`config.mk`:
```
export PLATFORM = sky130hd
export DESIGN_NAME = pulse_input_counter_snapshot
export DESIGN_NICKNAME = d
export VERILOG_FILES = /design/src/rtl/pic_pkg.sv /design/src/rtl/pic_lane.sv /design/src/rtl/pic_timebase.sv /design/src/rtl/pulse_input_counter_snapshot.sv
export SDC_FILE = /design/constraint.sdc
export NUM_CORES = 1
export LEC_CHECK = 0
export ABC_AREA = 1
export BUFFER_PORTS_ARGS = -buffer_cell sky130_fd_sc_hd__clkbuf_2
export CAP_MARGIN = 10
export CORE_MARGIN = 1.5
export CORE_UTILIZATION = 46
export CTS_CLUSTER_SIZE = 20
export DETAILED_ROUTE_END_ITERATION = 16
export HOLD_SLACK_MARGIN = 0.05
export PLACE_DENSITY = 0.63
export REMOVE_ABC_BUFFERS = 1
export SYNTH_ARGS = -nofsm -noshare
export SYNTH_HDL_FRONTEND = slang
export SYNTH_HIERARCHICAL = 1
export SYNTH_SLANG_ARGS = --single-unit
```
`constraint.sdc`:
```
create_clock -name clk_i -period 11.96 [get_ports clk_i]
set_input_delay 2.99 -clock clk_i [delete_from_list [all_inputs] [get_ports clk_i]]
set_output_delay 2.99 -clock clk_i [all_outputs]
set_load 0.01 [all_outputs]
```
`src/rtl/pic_pkg.sv`:
```
// Shared types and constants for the pulse input counter with snapshot.
// No dependencies; used by pic_lane, pic_timebase and the top level.
package pic_pkg;

  localparam int unsigned NumOutputs  = 8;
  localparam int unsigned OutBits     = 16;
  localparam int unsigned DivBits     = 8;
  localparam int unsigned CfgIdxBits  = 4;
  localparam int unsigned CfgDataBits = 8;

  localparam logic [DivBits-1:0] TicksPerTenthReset   = 8'd10;
  localparam logic [DivBits-1:0] TenthsPerSecondReset = 8'd10;

  typedef enum logic [CfgIdxBits-1:0] {
    CfgTicksPerTenth   = 4'd0,
    CfgTenthsPerSecond = 4'd1
  } cfg_idx_e;

  typedef enum logic {
    CmdSample = 1'b0,
    CmdTick   = 1'b1
  } cmd_e;

  typedef struct packed {
    logic                   we;
    logic [CfgIdxBits-1:0]  idx;
    logic [CfgDataBits-1:0] data;
  } cfg_wr_t;

  typedef struct packed {
    logic sample;
    logic clear;
  } lane_ctrl_t;

endpackage

```
`src/rtl/pic_lane.sv`:
```
// One counting lane: arm flag, edge-triggered pulse counter, clear on snapshot.
// Depends on pic_pkg.
module pic_lane #(
  parameter int unsigned COUNT_BITS = 16
) (
  input  logic                          clk_i,
  input  logic                          rst_ni,
  input  pic_pkg::lane_ctrl_t           ctrl_i,
  input  logic                          pin_i,
  output logic [pic_pkg::OutBits-1:0]   snap_o
);

  logic                  armed_q, armed_d;
  logic [COUNT_BITS-1:0] count_q, count_d;

  always_comb begin
    armed_d = armed_q;
    count_d = count_q;
    if (ctrl_i.clear) begin
      count_d = '0;
    end else if (ctrl_i.sample) begin
      // pin low is active: count once, then wait for release
      if (!pin_i) begin
        if (!armed_q) begin
          armed_d = 1'b1;
          count_d = count_q + 1'b1;
        end
      end else begin
        armed_d = 1'b0;
      end
    end
  end

  always_ff @(posedge clk_i or negedge rst_ni) begin
    if (!rst_ni) begin
      armed_q <= 1'b0;
      count_q <= '0;
    end else begin
      armed_q <= armed_d;
      count_q <= count_d;
    end
  end

  if (COUNT_BITS >= pic_pkg::OutBits) begin : g_trunc
    assign snap_o = count_q[pic_pkg::OutBits-1:0];
  end else begin : g_ext
    assign snap_o = {{(pic_pkg::OutBits - COUNT_BITS){1'b0}}, count_q};
  end

endmodule

```
`src/rtl/pic_timebase.sv`:
```
// Tick and tenth dividers with their configuration registers; flags period end.
// Depends on pic_pkg.
module pic_timebase (
  input  logic             clk_i,
  input  logic             rst_ni,
  input  pic_pkg::cfg_wr_t cfg_i,
  input  logic             tick_i,
  output logic             emit_o
);

  logic [pic_pkg::DivBits-1:0] tpt_q, tpt_d;
  logic [pic_pkg::DivBits-1:0] tps_q, tps_d;
  logic [pic_pkg::DivBits-1:0] tick_q, tick_d;
  logic [pic_pkg::DivBits-1:0] tenth_q, tenth_d;
  logic [pic_pkg::DivBits-1:0] tick_inc;
  logic [pic_pkg::DivBits-1:0] tenth_new;

  always_comb begin
    tpt_d = tpt_q;
    tps_d = tps_q;
    if (cfg_i.we) begin
      unique case (cfg_i.idx)
        pic_pkg::CfgTicksPerTenth:   tpt_d = cfg_i.data;
        pic_pkg::CfgTenthsPerSecond: tps_d = cfg_i.data;
        default: ;
      endcase
    end
  end

  always_comb begin
    tick_inc  = tick_q + 1'b1;
    tick_d    = tick_q;
    tenth_new = tenth_q;
    tenth_d   = tenth_q;
    emit_o    = 1'b0;
    if (tick_i) begin
      tick_d = tick_inc;
      if (tick_inc >= tpt_q) begin
        tick_d    = '0;
        tenth_new = tenth_q + 1'b1;
      end
      tenth_d = tenth_new;
      if (tenth_new >= tps_q) begin
        tenth_d = '0;
        emit_o  = 1'b1;
      end
    end
  end

  always_ff @(posedge clk_i or negedge rst_ni) begin
    if (!rst_ni) begin
      tpt_q   <= pic_pkg::TicksPerTenthReset;
      tps_q   <= pic_pkg::TenthsPerSecondReset;
      tick_q  <= '0;
      tenth_q <= '0;
    end else begin
      tpt_q   <= tpt_d;
      tps_q   <= tps_d;
      tick_q  <= tick_d;
      tenth_q <= tenth_d;
    end
  end

endmodule

```
`src/rtl/pulse_input_counter_snapshot.sv`:
```
// Pulse input counter with periodic snapshot, top level.
// A tick transaction that ends a period puts its snapshot into the holding
// register, or into the skid entry when the output is stalled. Throughput:
// one transaction per cycle while in_stall_o is low; the lanes and dividers
// update on each accepted one; the two-entry output stage absorbs stalls.
// Reset: counts, arm flags and dividers clear, both dividers load 10.
module pulse_input_counter_snapshot #(
  parameter int unsigned NUM_CHANNELS = 8,
  parameter int unsigned COUNT_BITS   = 16
) (
  input  logic                              clk_i,
  input  logic                              rst_ni,
  input  logic                              cfg_we_i,
  input  logic [pic_pkg::CfgIdxBits-1:0]    cfg_idx_i,
  input  logic [pic_pkg::CfgDataBits-1:0]   cfg_wdata_i,
  input  logic                              in_valid_i,
  output logic                              in_stall_o,
  input  logic                              cmd_i,
  input  logic [pic_pkg::NumOutputs-1:0]    pins_i,
  output logic                              out_valid_o,
  input  logic                              out_stall_i,
  output logic [pic_pkg::OutBits-1:0]       count_0_o,
  output logic [pic_pkg::OutBits-1:0]       count_1_o,
  output logic [pic_pkg::OutBits-1:0]       count_2_o,
  output logic [pic_pkg::OutBits-1:0]       count_3_o,
  output logic [pic_pkg::OutBits-1:0]       count_4_o,
  output logic [pic_pkg::OutBits-1:0]       count_5_o,
  output logic [pic_pkg::OutBits-1:0]       count_6_o,
  output logic [pic_pkg::OutBits-1:0]       count_7_o
);

  // channels beyond the output fields are never counted
  localparam int unsigned NumLanes =
    (NUM_CHANNELS < pic_pkg::NumOutputs) ? NUM_CHANNELS : pic_pkg::NumOutputs;

  pic_pkg::cfg_wr_t   cfg_wr;
  pic_pkg::lane_ctrl_t lane_ctrl;
  logic               in_fire;
  logic               tick;
  logic               emit;
  logic               out_fire;
  logic               lanes_zero;

  logic [pic_pkg::OutBits-1:0] snap   [pic_pkg::NumOutputs];
  logic [pic_pkg::OutBits-1:0] main_q [pic_pkg::NumOutputs];
  logic [pic_pkg::OutBits-1:0] skid_q [pic_pkg::NumOutputs];
  logic                        main_valid_q;
  logic                        skid_valid_q;

  assign cfg_wr.we   = cfg_we_i;
  assign cfg_wr.idx  = cfg_idx_i;
  assign cfg_wr.data = cfg_wdata_i;

  assign in_stall_o = skid_valid_q;
  assign in_fire    = in_valid_i & ~in_stall_o;
  assign tick       = in_fire & (cmd_i == pic_pkg::CmdTick);

  assign lane_ctrl.sample = in_fire & (cmd_i == pic_pkg::CmdSample);
  assign lane_ctrl.clear  = emit;

  pic_timebase u_timebase (
    .clk_i  (clk_i),
    .rst_ni (rst_ni),
    .cfg_i  (cfg_wr),
    .tick_i (tick),
    .emit_o (emit)
  );

  for (genvar g = 0; g < pic_pkg::NumOutputs; g++) begin : g_lane
    if (g < NumLanes) begin : g_on
      pic_lane #(
        .COUNT_BITS (COUNT_BITS)
      ) u_lane (
        .clk_i  (clk_i),
        .rst_ni (rst_ni),
        .ctrl_i (lane_ctrl),
        .pin_i  (pins_i[g]),
        .snap_o (snap[g])
      );
    end else begin : g_off
      assign snap[g] = '0;
    end
  end

  always_comb begin
    lanes_zero = 1'b1;
    for (int i = 0; i < pic_pkg::NumOutputs; i++) begin
      if (snap[i] != '0) lanes_zero = 1'b0;
    end
  end

  // output holding register with skid entry behind it
  assign out_fire = main_valid_q & ~out_stall_i;

  always_ff @(posedge clk_i or negedge rst_ni) begin
    if (!rst_ni) begin
      main_valid_q <= 1'b0;
      skid_valid_q <= 1'b0;
    end else begin
      if (!main_valid_q || out_fire) begin
        if (skid_valid_q) begin
          main_valid_q <= 1'b1;
          skid_valid_q <= 1'b0;
        end else begin
          main_valid_q <= emit;
        end
      end else if (emit) begin
        skid_valid_q <= 1'b1;
      end
    end
  end

  always_ff @(posedge clk_i) begin
    if (!main_valid_q || out_fire) begin
      if (skid_valid_q) begin
        main_q <= skid_q;
      end else if (emit) begin
        main_q <= snap;
      end
    end else if (emit) begin
      skid_q <= snap;
    end
  end

  assign out_valid_o = main_valid_q;
  assign count_0_o   = main_q[0];
  assign count_1_o   = main_q[1];
  assign count_2_o   = main_q[2];
  assign count_3_o   = main_q[3];
  assign count_4_o   = main_q[4];
  assign count_5_o   = main_q[5];
  assign count_6_o   = main_q[6];
  assign count_7_o   = main_q[7];

  a_skid_behind_main: assert property (@(posedge clk_i) disable iff (!rst_ni)
    skid_valid_q |-> main_valid_q)
    else $error("skid entry occupied while holding register empty");

  a_emit_needs_room: assert property (@(posedge clk_i) disable iff (!rst_ni)
    emit |-> !skid_valid_q)
    else $error("snapshot produced with no output entry free");

  a_stalled_emit_to_skid: assert property (@(posedge clk_i) disable iff (!rst_ni)
    (emit && main_valid_q && out_stall_i) |=> skid_valid_q)
    else $error("snapshot lost while output stalled");

  a_clear_after_emit: assert property (@(posedge clk_i) disable iff (!rst_ni)
    emit |=> lanes_zero)
    else $error("lane counts not cleared after snapshot");

endmodule

```
# Word level (Yosys, flattened, before mapping)
# Index checks and enable logic that the tools add are counted.
# classes
n_bitwise,9
add_sub_neg,10
magnitude_cmp,2
eq_ne,17
n_reduce_logical,19
muxes,51
# op_table
cell,count
$mux W16,32
$mux W128,2
$add A16 B1 Y16 const B,8
$mux W8,4
$reduce_and A3 Y1,8
$add A8 B1 Y8 const B,2
$ge A8 B8 Y1,2
$ne A2 B1 Y1 const B,8
$ne A2 B2 Y1 const B,8
$mux W1,13
$reduce_and A2 Y1,5
$reduce_bool A2 Y1,3
$not A1 Y1,5
$and A1 B1 Y1,4
$eq A4 B1 Y1 const B,1
$logic_not A4 Y1,1
$logic_not A1 Y1,1
$logic_or A1 B1 Y1,1
# totals
regBits,426
input_bits,26
wordCells,146
out_inout_bits,130

# Longest topological paths before layout
# logic_depth
ltp_word,9
depth_mapped,32
depth_no_buf,30

# Hierarchy
# Netlist, hierarchy kept.
# modules_own_cells
module,cells_each,seq_area_each_um2,area_each_um2,n_inst
pulse_input_counter_snapshot,683,7737.4,9371.5,1
pic_lane,140,425.4,1008.5,8
pic_timebase,266,805.8,2108.3,1

# Least setup slack after synthesis
# OpenSTA, ideal clock, no wires.
# synth_timing
path_kind,input-to-reg
startpoint,input in_valid_i
endpoint,"register main_q (netlist bit count_0_o[0]), enable pin"
arrival_ps,9606
path_buffers,1
setup_slack_ps,1734
setup_ps,620
stages,7
required_ps,11340
path_cell_list,nand2_1 nor2_1 clkbuf_8 o21ai_1 inv_1 nor2_1 nor2_1
# synth_via
elab_chain_cells,5
# synth_lines
item,line,text
"start, declared",pulse_input_counter_snapshot.sv:16,"input logic in_valid_i,"
$and A1 B1 Y1,pulse_input_counter_snapshot.sv:55,assign in_fire = in_valid_i & ~in_stall_o;
$and A1 B1 Y1,pulse_input_counter_snapshot.sv:56,assign tick = in_fire & (cmd_i == pic_pkg::CmdTick);
named net tick,pulse_input_counter_snapshot.sv:39,logic tick;
$mux W1,pic_timebase.sv:36,if (tick_i) begin
named net emit,pulse_input_counter_snapshot.sv:40,logic emit;
$reduce_bool A2 Y1 (no source line),--,
$reduce_and A2 Y1 (no source line),--,
"end signal, assigned",pulse_input_counter_snapshot.sv:116,main_q <= skid_q;
"end signal, assigned",pulse_input_counter_snapshot.sv:118,main_q <= snap;
"end, declared",pulse_input_counter_snapshot.sv:45,logic [pic_pkg::OutBits-1:0] main_q [pic_pkg::NumOutputs];
# The timed path passes the listed nets, and every way through them passes these cells.
# A chain may end at the register's enable or synchronous reset.

# Worst setup path after layout
# layout_timing
startpoint,register u_timebase/tick_q[0] in the netlist's numbering
endpoint,"register skid_q[47] in the netlist's numbering, enable pin"
# layout_via
elab_chain_cells,8
# layout_lines
item,line,text
"start, declared",pic_timebase.sv:13,"logic [pic_pkg::DivBits-1:0] tick_q, tick_d;"
"start signal, assigned",pic_timebase.sv:59,tick_q <= tick_d;
$add A8 B1 Y8,pic_timebase.sv:31,tick_inc = tick_q + 1'b1;
$ge A8 B8 Y1,pic_timebase.sv:38,if (tick_inc >= tpt_q) begin
$mux W8,pic_timebase.sv:38,
$mux W8,pic_timebase.sv:36,
$ge A8 B8 Y1,pic_timebase.sv:43,if (tenth_new >= tps_q) begin
$mux W1,pic_timebase.sv:43,
$mux W1,pic_timebase.sv:36,
named net emit,pulse_input_counter_snapshot.sv:40,
$reduce_and A2 Y1 (no source line),--,
"end signal, assigned",pulse_input_counter_snapshot.sv:121,skid_q <= snap;
"end, declared",pulse_input_counter_snapshot.sv:46,logic [pic_pkg::OutBits-1:0] skid_q [pic_pkg::NumOutputs];
# The timed path passes the listed nets, and every way through them passes these cells. The select of a mux whose other input is x is not followed.

==> impl_metrics.yaml <==
status:
  status: "completed"
logic_synthesis:
  ys_seq_area_frac: 0.611
  ys_seq_elements: 426
  synth-main-ff-cell: "edfxtp_1"
  synth_warnings: 6
  synthArstFlopShare: 0.399
  synth_area_sq_um: 19500
  syn_inst: 2069
  synth-edff-count: 256
  avgSynthCellArea_sq_um: 9.45
  yosysUniqueCellTypes: 40
cts:
  post-cts-setup-buffer-count: 0
  post_cts_resized: 0
  clk_pin_slew_ns: 0.06
  cts.htree.levels: 2
  ctsRootBufferMaster: "clkbuf_16"
  cts_tree: "done"
  clock_path_buffers: 3
  hold_buffers: 0
  tritoncts.num_buffers: 44
  clkLatencyLatePin_ns: 0.57
  numClockSinks: 426
detailed_routing:
  drt_iter0_markers: 1011
  drc: 0
  via_per_inst: 4.98
  drt-total-wl_microns: 40700
  vias: 14000
  post_drt_wl_per_cell_microns: 14.5
  drtPass1Iterations: 5
  drtAntennaViolNets: 0
global_route:
  grt_max_degree: 85
  antenna_found_initial: 1
  overflow: 0
  track_usage: 0.190
  first_global_vias: 13400
  grt_pass1_wl_microns: 67700
power:
  p_per_area_nw_per_um2: 173
  p_total_uw: 3840
  vdd_drop_max_mv: 0.0969
  leakage_uw: 0.0102
final_layout:
  syn2layout_area_growth_pct: 13.7
  final_util: 0.530
  nFillCells: 3714
  nNetsFinal: 2283
  drive_above_1_share: 0.146
  seqCellArea_sq_um: 12000
  multiInputGateArea_sq_um: 6670
sta:
  fin_crit_ns: 6.26
  hold_viol: 0
  max_freq_ghz: 0.160
  maxSlewHeadroom: 0.294
  maxSlewViolCount: 0
  setup_slack_ns: 5.70
  fin_crit_sh: 0.523
  setup_viol: 0
  final.setup_skew_ns: 0.0179
  rsz0062_at_grt: "no"
  fin_setup_tns_ns: 0
  tightest_slew_ns: 1.06
die:
  coreArea_sq_um: 41900
  io_pins: 156
  start_util: 0.466
  die_h_microns: 209
  num_rows: 75
  dieArea_sq_um: 43700
  fp.dieW_microns: 209
run:
  max_cap_violations: 0
critical_path:
  crit_family: "buffers and inverters"
  cp.arrival_ns: 6.45
  slowest_delay_ns: 0.70
  crit_type: "register to register"
  crit_path_end_kind: "register"
  start_kind: "register"
  crit_end: "skid_q[47]$_DFFE_PP_"
  regToRegStartpoint: "u_timebase/tick_q[0]$_DFFE_PN0P_"
  path_buf_inv: 8
  critPathLaunch: "u_timebase/tick_q[0]$_DFFE_PN0P_"
  critical_path_required_ns: 12.15
  crit_slowest_cell: "buf_4"
  rrSetupSlack_ns: 5.70
  path_depth: 25
  ff2ff_path_depth: 25
  crit_fanout: 56
  worstReg2RegEnd: "skid_q[47]$_DFFE_PP_"
placement:
  dpl.hpwl_microns: 26600
  io_buffer_count: 155
  post-place-ws_ns: 5.15
  place_congestion: 0.804
worst_hold_path:
  hold_class: "register to register"
  hold_path_depth: 2
-- layer usage --
metal,part of all wire,GRT usage,up-vias
met1,0.46,0.262,6531
met5,0,0,-
met2,0.47,0.310,297
met3,0.048,0.0358,58
li1,-,-,7085
met4,0.023,0.0542,0
-- through the flow --
stage          hold WS, ns  cell area (sq um)  std cells
2_1_floorplan        0.455              19200       2019
3_3_place_gp         0.465              20800       2724
3_5_place_dp         0.469              20800       2724
4_1_cts              0.479              22200       2806
5_1_grt              0.510              22200       2806
6_report             0.477              22200       2807
-- synth_stat cells, types with 9 or more instances --
cell / count / area share
a21oi_1: 84 / 0.022
ha_1: 26 / 0.017
nor2_2: 24 / 0.0077
o21ai_0: 32 / 0.0082
buf_2: 27 / 0.0069
inv_1: 155 / 0.030
nand3_1: 120 / 0.031
nand2_1: 770 / 0.15
nor2_1: 207 / 0.040
clkbuf_1: 9 / 0.0017
buf_6: 9 / 0.0052
nor3b_1: 16 / 0.0061
nand2_4: 10 / 0.0058
dfrtp_1: 166 / 0.21
o21ai_1: 22 / 0.0056
edfxtp_1: 256 / 0.39
inv_2: 11 / 0.0021
nor3_1: 25 / 0.0064
nand2_2: 11 / 0.0035
xor2_1: 9 / 0.0040
nand4_1: 9 / 0.0029
nor2_4: 9 / 0.0052
-- cell usage in the layout, fill, tap and decap left out, types with 9 or more instances in the layout --
master     instances
a21oi_1           84
buf_4             11
clkbuf_1          13
clkbuf_16         45
clkbuf_2         154
dfrtp_1          165
edfxtp_1         256
ha_1              26
inv_1            155
inv_2             10
nand2_1          770
nand2_2           11
nand2_4           10
nand3_1          120
nand4_1            9
nor2_1           204
nor2_2            24
nor2_4            12
nor3_1            25
nor3b_1           16
o21ai_0           32
o21ai_1           22
xor2_1             9
-- cell families (layout without fill, tap and decap cells) --
kind of cell             Yosys count  in the layout  synth area share
AO/OA/AOI/OAI                    149            149            0.0390
XOR/XNOR                           9              9           0.00403
adder cells (fa/ha/maj)           26             26            0.0166
buffers and inverters            217            415            0.0488
flip-flops                       426            426             0.611
other                              0              1                 0
AND/OR/NAND/NOR                 1242           1242             0.280
-- layout make-up --
cell class,instances,share of cell area
Clock buffer,65,0.0572
Sequential cell,426,0.538
Timing Repair Buffer,166,0.0389
Multi-Input combinational cell,1426,0.300
Tap cell,539,0.0303
Antenna cell,1,0.000113
Clock inverter,17,0.00765
Inverter,167,0.0283
-- worst register-to-register path, stage by stage, from the launching register on --
cell and delay [ns]:
dfrtp_1 0.41, nand3_1 0.17, nor3_2 0.18, nand2_1 0.08, xor2_1 0.18, inv_1 0.08, ha_1 0.29, nand2_1 0.07
inv_1 0.03, nor2_1 0.08, o21a_1 0.44, nand2_8 0.10, nand2_1 0.08, nand2_1 0.07, ha_1 0.30, nand2_1 0.06
inv_1 0.06, nand3_1 0.08, nor3_2 0.32, o21ai_1 0.12, inv_1 0.06, buf_4 0.38, inv_1 0.14, nor2_4 0.69
buf_4 0.68, buf_4 0.72
-- worst min path at each step --
stage / startpoint / end / slack [ns]
4_1_cts: u_timebase/tpt_q[3]$_DFFE_PN1P_ / u_timebase/tpt_q[3]$_DFFE_PN1P_ / 0.48
3_5_place_dp: u_timebase/tpt_q[3]$_DFFE_PN1P_ / u_timebase/tpt_q[3]$_DFFE_PN1P_ / 0.47
2_1_floorplan: u_timebase/tps_q[1]$_DFFE_PN1P_ / u_timebase/tps_q[1]$_DFFE_PN1P_ / 0.45
3_3_place_gp: u_timebase/tpt_q[3]$_DFFE_PN1P_ / u_timebase/tpt_q[3]$_DFFE_PN1P_ / 0.46
6_report: u_timebase/tpt_q[3]$_DFFE_PN1P_ / u_timebase/tpt_q[3]$_DFFE_PN1P_ / 0.48
5_1_grt: u_timebase/tpt_q[3]$_DFFE_PN1P_ / u_timebase/tpt_q[3]$_DFFE_PN1P_ / 0.51
-- report_power, final --
part | total, uW | internal [uW] | switching, uW
registers | 1910 | 1750 | 155
logic | 579 | 197 | 382
clock network | 1360 | 803 | 552
-- sequential cells by signal (all words and copies together), names as in the netlist --
| name | cells |
|---|---|
| count_2_o | 16 |
| count_5_o | 16 |
| count_0_o | 16 |
| out_valid_o | 1 |
| u_timebase/tenth_q | 8 |
| g_lane.g_on.u_lane/snap_o | 128 |
| count_1_o | 16 |
| count_7_o | 16 |
| count_3_o | 16 |
| count_4_o | 16 |
| u_timebase/tick_q | 8 |
| skid_q | 128 |
| in_stall_o | 1 |
| u_timebase/tps_q | 8 |
| g_lane.g_on.u_lane/armed_q | 8 |
| count_6_o | 16 |
| u_timebase/tpt_q | 8 |
No activity file was read; power rests on OpenSTA's default activity.
